`src/hdl/sws_pkg.sv`:
```
package sws_pkg;

   // word and position geometry
   localparam int WORD_W     = 64;
   localparam int SHIFT_W    = 6;
   localparam int CNT_W      = 21;
   localparam int MEM_WORDS  = 1048576;
   localparam int TOTAL_W    = CNT_W + SHIFT_W;
   localparam int POS_W      = 28;
   localparam int LANE_POS_W = 32;
   localparam int OUT_POS_W  = 26;
   localparam int STEP_W     = 27;
   localparam int START_W    = 26;
   localparam int END_W      = 27;

   // lane array
   localparam int LANES      = 16;
   localparam int LANE_IDX_W = 4;
   localparam int LANE_SEL_W = 5;
   localparam int MAX_HITS   = 64;
   localparam int HIT_CNT_W  = 7;

   // result status codes
   localparam int STATUS_W = 2;
   localparam logic [STATUS_W-1:0] ST_HIT       = 2'd0;
   localparam logic [STATUS_W-1:0] ST_MASK_ERR  = 2'd1;
   localparam logic [STATUS_W-1:0] ST_START_ERR = 2'd2;

   // register indexes
   localparam int CSR_IDX_W = 3;
   localparam logic [CSR_IDX_W-1:0] CSR_MASK   = 3'd0;
   localparam logic [CSR_IDX_W-1:0] CSR_EXPECT = 3'd1;
   localparam logic [CSR_IDX_W-1:0] CSR_STEP   = 3'd2;
   localparam logic [CSR_IDX_W-1:0] CSR_START  = 3'd3;
   localparam logic [CSR_IDX_W-1:0] CSR_END    = 3'd4;
   localparam logic [CSR_IDX_W-1:0] CSR_WORDS  = 3'd5;

   // what the merge stage found in one lane batch
   typedef struct packed {
      logic                  any_hit;
      logic [LANE_IDX_W-1:0] hit_idx;
      logic [LANES-1:0]      hit_rest;
      logic                  all_valid;
      logic [LANE_IDX_W-1:0] stop_idx;
   } merge_status_type;

endpackage

```
`src/hdl/sws_merge.sv`:
```
module sws_merge (
   input  logic [sws_pkg::LANES-1:0] hit_vec,
   input  logic [sws_pkg::LANES-1:0] ok_vec,
   output sws_pkg::merge_status_type merge_status
);
   import sws_pkg::*;

   // pick the lowest hitting lane and the first lane out of range
   always_comb begin
      merge_status.any_hit   = |hit_vec;
      merge_status.hit_idx   = '0;
      merge_status.hit_rest  = hit_vec & (hit_vec - LANES'(1));
      merge_status.all_valid = &ok_vec;
      merge_status.stop_idx  = '0;
      for (int i = LANES - 1; i >= 0; i--) begin
         if (hit_vec[i]) begin
            merge_status.hit_idx = LANE_IDX_W'(i);
         end
         if (!ok_vec[i]) begin
            merge_status.stop_idx = LANE_IDX_W'(i);
         end
      end
   end

endmodule

```
`config.mk`:
```
export PLATFORM = sky130hd
export DESIGN_NAME = sws_merge
export DESIGN_NICKNAME = d
export VERILOG_FILES = /design/src/hdl/sws_pkg.sv /design/src/hdl/sws_merge.sv
export SDC_FILE = /design/constraint.sdc
export NUM_CORES = 1
export LEC_CHECK = 0
export ABC_AREA = 1
export CAP_MARGIN = 10
export CORE_AREA = 2 2 41 43
export DETAILED_ROUTE_END_ITERATION = 10
export DIE_AREA = 0 0 43 45
export DONT_BUFFER_PORTS = 1
export PLACE_DENSITY_LB_ADDON = 0.25
export SLEW_MARGIN = 20
export SYNTH_ARGS = -nofsm -noshare
export SYNTH_HDL_FRONTEND = slang
export SYNTH_SLANG_ARGS = --single-unit
```
`constraint.sdc`:
```
create_clock -name vclk -period 1
set_clock_uncertainty 0.15 [all_clocks]
set_input_delay 0.15 -clock vclk [all_inputs]
set_output_delay 0.15 -clock vclk [all_outputs]
set_load 0.05 [all_outputs]
```
==> metrics.txt, run 1 <==
outcome aborted with a tool error; Last stage clock tree synthesis (4_1_cts); Run Error [ERROR DPL-0033] detailed placement checks failed during check placement.; synth top area cells nand2_1, nor2_1, inv_1, a21oi_1, a31oi_1; Avg Synthesized Cell Area 4.385 um2; largest area contributor in the netlist nand2_1; most common cell in the synthesized netlist nand2_1; row cnt 14; Die Wd 43 um; I/O Pins 58; placed insts 170; Cell Area, Placed 1195 um2; Initial Utilization 34.27%; # hold bufs at CTS 0; Vert. Die Dim 45 um; synthesized area 504.2 um2; post-CTS setup buffers 6; post-synth top area share 31.27%; Post-Synthesis Cells 115; syn nets 147; CTS resizes 48; Buffers on Ports 0; Detailed Place HPWL 1943 um; Seq/Total Area, Yosys 0%; synth unique cells 20; RePlAce Congestion 0.7407; number of synthesis warnings 0; most frequent cells after synthesis nand2_1, nor2_1, inv_1
## through the flow
step	hold slack [ns]	setup slack [ns]	setup TNS (ns)	utilization [%]
global placement	0.3017	-0.4070	-4.091	81.21
detailed placement	0.3039	-0.4475	-4.820	81.21
floorplan	0.2021	-0.3956	-5.156	-
## cells by family after synthesis
logic type | count (synthesis) | synth area share, %
buf+inv | 25 | 19.35
other cells | 1 | 0.7437
simple gates | 72 | 59.06
compound gates | 17 | 20.85
==> run 2: changes to the inputs <==
- CORE_AREA: 2 2 41 43 -> 2 2 63 65
- DIE_AREA: 0 0 43 45 -> 0 0 65 67
- PLACE_DENSITY_LB_ADDON: 0.25 -> 0.15
- clock period: 1 -> 1.3 ns (I/O delays scaled with it)
==> run 2 against run 1 <==
The flow now finishes, with violations (negative setup slack); synthesized cell count stayed put; synthesized area stayed put.
==> metrics.txt, run 2 <==
outcome complete, but fails checks; failing checks negative setup slack; Worst path slowest cell buf_12; # hold bufs at CTS 0; die area 4355 um2; hold path startpoint hit_vec[0]; global-route wire length before repair 3070 um; LEAKAGE 0.5996 nW; RePlAce Congestion 0.7466; most frequent cells in the layout nand2_1, buf_4, inv_1; class of the worst hold path input port to output pin; Cell Area, Placed 1135 um2; setup violators final 5; layout cells sized above 1 59.35%; largest area contributor in the netlist nand2_1; floorplan core area 3606 um2; WS Path Type input port to output pin; row cnt 22; Ant. Diodes 0; synthesized area 504.2 um2; Total Routing Usage GR 8.310%; global route overflow 0; I/O Pins 58; Largest delay share family, worst path simple AND/OR/NAND/NOR gates; Slew Limit Fails 0; final hold violations 0; final std cell area, no fill 1286 um2; largest net degree at the start of global routing 6; Post-Synthesis Cells 115; register area 0 um2; wire length on met3 111 um; unrepaired setup endpoints after global routing true; met2 WL 1163 um; Bufs and invs on worst path 2; number of synthesis warnings 0; most frequent cells after synthesis nand2_1, nor2_1, inv_1; Nets 189; placed insts 199; Peak VDD IR 0.0001984 V; Vert. Die Dim 67 um; Residual DRC 0; Initial Utilization 13.98%; Setup crit start ok_vec[15]; vias 813; synth unique cells 20; post-synth top area share 31.27%; most used cell, CP nand2_1; Detailed Place HPWL 1690 um; max_cap viols 0; WL met1 712 um; CLK BUF 0; CP endpoint kind output pin; Die Wd 65 um; most common cell in the synthesized netlist nand2_1; number of global-route vias before repair 764; period utilisation layout 115.9%; synth top area cells nand2_1, nor2_1, inv_1, a21oi_1, a31oi_1; Buffers on Ports 0; DRT Wirelength 1987 um; initial antenna violation count 0; f_max 0.6638 GHz; CP Launch Type input port; Seq Cell Count 0; 1st-iter DRT viols 7; top layer in use met3; Critical Path AT 1.16 ns; Avg Synthesized Cell Area 4.385 um2; Seq/Total Area, Yosys 0%; router iterations before antenna repair 4; Min Clock Period, post-route 1.507 ns; Area Growth Syn to Fin 155.1%; Worst Setup Slack, final -0.2065 ns; via/cell ratio 4.005; syn nets 147; crit-path cells clkinv_8, nand2_4, nand2_2, nand2_1, nand2_1, nand2_1, nand2_1, nand2_1, nand2_1, nand2_1, nand2_1, nand2_1, nand2_1, nand2_2, a21oi_4, buf_12; Req. time, crit path 0.95 ns; most common cell after layout, fill and taps aside nand2_1; Final Instance Count excl. Fillers 203; drt wl/cell 9.788 um; critical path's largest stage delay 0.15 ns; # fillers 390; Tot Pwr 419.7 uW; pwr dens 326.3 nW/um2; Antenna Nets Post-Route 0; crit-path max FO 3
[run 2: cell counts after synthesis]
No cell type changed its count.
[run 2: cells by family (layout without fill, tap and decap cells)]
family | after synthesis | in the layout | synth area share (%)
buf+inv | 25 | 65 | 19.35
other cells | 1 | 1 | 0.7437
compound gates | 17 | 17 | 20.85
simple gates | 72 | 72 | 59.06
[run 2: layer usage]
| metal | vias up | global-route usage, % |
|---|---|---|
| met5 | - | 0 |
| met4 | 0 | 0 |
| met3 | 0 | 1.182 |
| met2 | 22 | 16.11 |
| met1 | 356 | 10.20 |
| li1 | 435 | - |
[run 2: path summary, 6_finish.rpt]
| path | endpoint | depth (start not counted) | slack, ns |
|---|---|---|---|
| setup / recovery | merge_status[0] | 16 | -0.21 |
| hold / removal | merge_status[21] | 2 | 0.39 |
[run 2: per-stage QoR]
step | TNS, ns | setup slack, ns | utilization [%] | hold slack [ns]
6_report | -0.4384 | -0.2065 | 35.67 | 0.3922
5_1_grt | -1.200 | -0.3547 | 35.67 | 0.3938
4_1_cts | -0.4609 | -0.2020 | 33.45 | 0.3919
3_5_place_dp | -0.8649 | -0.2357 | 31.47 | 0.3919
3_3_place_gp | -0.8034 | -0.2365 | 31.47 | 0.3922
2_1_floorplan | -1.308 | -0.2082 | - | 0.2921
[run 2: report_power, final]
group          switching (mW)  internal, mW  leakage [nW]
Clock                       0             0             0
Sequential                  0             0             0
Combinational           0.249         0.171         0.600
[run 2: cell type report]
type / instances / area (um2) / area share (%)
inverter: 24 / 121.4 / 9.436
multi-input combinational: 90 / 640.6 / 49.81
tap: 48 / 60.06 / 4.669
timing repair buffer: 41 / 464.2 / 36.09
[run 2: timing repair]
action                                  CTS  global route
pin swaps                                 8             3
gates cloned                              0             0
gates resized for setup                  17            16
setup buffers                             1             3
hold endpoints to repair                  0             0
endpoints found under the setup margin   13            16
No activity file was read; power rests on OpenSTA's default activity.
==> run 3: changes to the inputs <==
- PLACE_DENSITY_LB_ADDON: 0.15 -> 0.25
==> run 3 against run 2 <==
Critical path type unchanged; worst setup slack better by 0.026 ns; sequential cell count unchanged; wire length up 12%; first-iteration DRC count up 43%; largest cell class unchanged; sequential share of layout area stayed put; die area is the same; via count is 2.5% higher; the flow still finishes with violations (negative setup slack); highest routed layer unchanged; global-route usage increased by 0.14 points; core utilization rose by 0.66 points; worst hold slack about the same.
==> metrics.txt, run 3 (synthesis gave the netlist of run 2 again) <==
global route overflow 0; DRT Wirelength 2220 um; setup violators final 10; WS Path Type input port to output pin; CLK BUF 0; 1st-iter DRT viols 10; LEAKAGE 0.6017 nW; class of the worst hold path input port to output pin; crit-path cells clkinv_16, nand2_4, nand2_2, nand2_1, nand2_1, nand2_1, nand2_1, nand2_1, nand2_1, nand2_1, nand2_1, nand2_1, nand2_1, nand2_2, a21oi_4, buf_12; Detailed Place HPWL 1869 um; most used cell, CP nand2_1; Antenna Nets Post-Route 0; critical path's largest stage delay 0.15 ns; Worst Setup Slack, final -0.1801 ns; top layer in use met3; layout cells sized above 1 61.18%; Critical Path AT 1.14 ns; Buffers on Ports 0; Residual DRC 0; Die Wd 65 um; Min Clock Period, post-route 1.480 ns; global-route wire length before repair 3084 um; Req. time, crit path 0.95 ns; I/O Pins 58; pwr dens 322.8 nW/um2; initial antenna violation count 0; Nets 186; via/cell ratio 4.165; number of global-route vias before repair 766; register area 0 um2; Vert. Die Dim 67 um; final hold violations 0; RePlAce Congestion 0.7569; Slew Limit Fails 0; Ant. Diodes 0; most frequent cells in the layout nand2_1, buf_4, inv_1; most common cell after layout, fill and taps aside nand2_1; row cnt 22; Peak VDD IR 0.0001592 V; WL met1 806 um; crit-path max FO 3; outcome complete, but fails checks; wire length on met3 105 um; failing checks negative setup slack; # fillers 368; CP Launch Type input port; met2 WL 1308 um; largest net degree at the start of global routing 9; Total Routing Usage GR 8.452%; unrepaired setup endpoints after global routing true; setup TNS -0.6809 ns; Final Instance Count excl. Fillers 200; die area 4355 um2; drt wl/cell 11.10 um; f_max 0.6757 GHz; Area Growth Syn to Fin 159.8%; placed insts 194; max_cap viols 0; CP endpoint kind output pin; period utilisation layout 113.9%; vias 833; Seq Cell Count 0; router iterations before antenna repair 3; floorplan core area 3606 um2; Worst path slowest cell buf_12; Initial Utilization 13.98%; WHS 0.3921 ns
[run 3: layer usage]
| metal | up-vias | track usage [%] |
|---|---|---|
| met5 | - | 0 |
| met4 | 0 | 0 |
| met3 | 0 | 0.6757 |
| met2 | 25 | 16.75 |
| met1 | 381 | 10.40 |
| li1 | 427 | - |
[run 3: stage by stage]
stage                     area, um2  total power [mW]  worst slack (ns)  utilization (%)
after global routing           1310            0.4445           -0.2928            36.33
after floorplan               666.9            0.2630           -0.2082                -
after CTS                      1151            0.3991           -0.1912            31.92
after detailed placement       1097            0.3874           -0.2328            30.43
after global placement         1097            0.3844           -0.2288            30.43
final                          1310            0.4228           -0.1801            36.33
[run 3: layout make-up]
type / instances / area (um2) / area share [%]
tap: 48 / 60.06 / 4.585
timing repair buffer: 38 / 449.2 / 34.29
inverter: 24 / 128.9 / 9.838
multi-input combinational: 90 / 671.9 / 51.29
[run 3: worst max-delay path: cells and delay by family]
kind / cells / cell delay, ns
AND/OR/NAND/NOR: 13 / 0.63
buffers and inverters: 2 / 0.17
AO/OA/AOI/OAI: 1 / 0.14
[run 3: final timing paths]
path,from,cells after the start,slack (ns),to
setup / recovery,hit_vec[14],16,-0.18,merge_status[21]
hold / removal,hit_vec[0],2,0.39,merge_status[21]
[run 3: repair_timing]
action / 4_1_cts / 5_1_grt
gates resized for setup: 13 / 30
pin swaps: 9 / 8
hold buffers: 0 / 0
setup endpoints to repair: 14 / 16
setup buffers: 2 / 4
cloned: 0 / 0
[run 3: power by group]
part	switching (mW)	internal (mW)	leakage [nW]
sequential	0	0	0
clock	0	0	0
combinational	0.255	0.168	0.602
total	0.255	0.168	0.602
==> run 4: changes to the inputs <==
- REMOVE_ABC_BUFFERS: unset -> 1
==> run 4 against run 3 <==
Count of clock-buffer cells in the layout is the same; largest cell class unchanged; final area shrank 20%; die area did not move; worst hold slack better by 0.0095 ns; via count down 3.4%; sequential share of layout area is the same; core utilization shrank 7.4 points; highest routed layer unchanged; combinational power fell by 16%; worst setup slack worse by 0.0059 ns; cell count is 2.0% lower; fmax down 0.40%; wire length decreased by 15%; the run still ends with negative setup slack left.
==> metrics.txt, run 4 (synthesis gave the netlist of run 2 again) <==
CP Launch Type input port; Worst Setup Slack, final -0.1860 ns; number of global-route vias before repair 734; RePlAce Congestion 0.7404; router iterations before antenna repair 4; 1st-iter DRT viols 11; register area 0 um2; Vert. Die Dim 67 um; Die Wd 65 um; most common cell after layout, fill and taps aside nand2_1; global-route wire length before repair 2739 um; final std cell area, no fill 1042 um2; CLK BUF 0; period utilisation layout 114.3%; final hold violations 0; Seq Cell Count 0; setup TNS -0.4838 ns; Antenna Nets Post-Route 0; LEAKAGE 0.5358 nW; largest net degree at the start of global routing 6; outcome complete, but fails checks; row cnt 22; Cell Area, Placed 837.1 um2; CP endpoint kind output pin; Critical Path AT 1.14 ns; Req. time, crit path 0.95 ns; WS Path Type input port to output pin; crit-path max FO 3; Min Clock Period, post-route 1.486 ns; Nets 182; setup violators final 6; layout cells sized above 1 46.62%; DRT Wirelength 1895 um; f_max 0.6729 GHz; unrepaired setup endpoints after global routing true; class of the worst hold path input port to output pin; Detailed Place HPWL 1615 um; global route overflow 0; drt wl/cell 9.668 um; Residual DRC 0; via/cell ratio 4.107; Slew Limit Fails 0; pwr dens 339.9 nW/um2; Peak VDD IR 0.0001677 V; Area Growth Syn to Fin 106.7%; vias 805; I/O Pins 58; max_cap viols 0; Total Routing Usage GR 7.564%; floorplan core area 3606 um2; Ant. Diodes 0; most frequent cells in the layout nand2_1, buf_4, inv_1; initial antenna violation count 0; die area 4355 um2; Util after Layout 28.90%; Initial Utilization 13.98%; Buffers on Ports 0; failing checks negative setup slack
[run 4: repair_timing]
item | 4_1_cts | 5_1_grt
pin swaps | 0 | 9
setup buffers | 1 | 0
setup endpoints to repair | 13 | 16
resized for setup | 29 | 26
hold buffers | 0 | 0
cloned | 0 | 0
[run 4: per-stage QoR]
step                      power (mW)  hold WS [ns]  instances  setup slack (ns)
after floorplan               0.2246        0.3284        114           -0.5364
after global placement        0.3217        0.4027        196           -0.2221
after global routing          0.3804        0.4048        196           -0.3589
final                         0.3542        0.4016        196           -0.1860
after CTS                     0.3412        0.4027        197           -0.2091
after detailed placement      0.3204        0.4026        196           -0.2289
[run 4: critical path, stage by stage]
cell and delay, ns:
inv_12 0.03, nand2_2 0.03, nand2_1 0.05, nand2_1 0.05, nand2_1 0.05, nand2_1 0.04
nand2_1 0.05, nand2_1 0.05, nand2_1 0.05, nand2_1 0.04, nand2_1 0.05, nand2_1 0.04
nand2_1 0.05, nand2_1 0.06, a21oi_2 0.17, buf_12 0.15
[run 4: final cells by class]
cell class	count	area, um2
Fill cell	408	2564
Multi-Input combinational cell	90	534.3
Timing Repair Buffer	34	332.8
Inverter	24	115.1
Tap cell	48	60.06
[run 4: routing by layer]
metal / up-vias / share of wire (%) / global-route usage [%]
met4: 0 / 0 / 0
met3: 0 / 12 / 1.351
met5: - / 0 / 0
met2: 36 / 55 / 16.75
li1: 420 / - / -
met1: 349 / 33 / 7.500
[run 4: where the power goes]
group          switching [mW]  internal, mW
sequential                  0             0
combinational           0.225         0.129
clock                       0             0
[run 4: final timing paths]
path,startpoint,to,cells after the start
setup / recovery,hit_vec[14],merge_status[21],16
hold / removal,hit_vec[0],merge_status[21],2
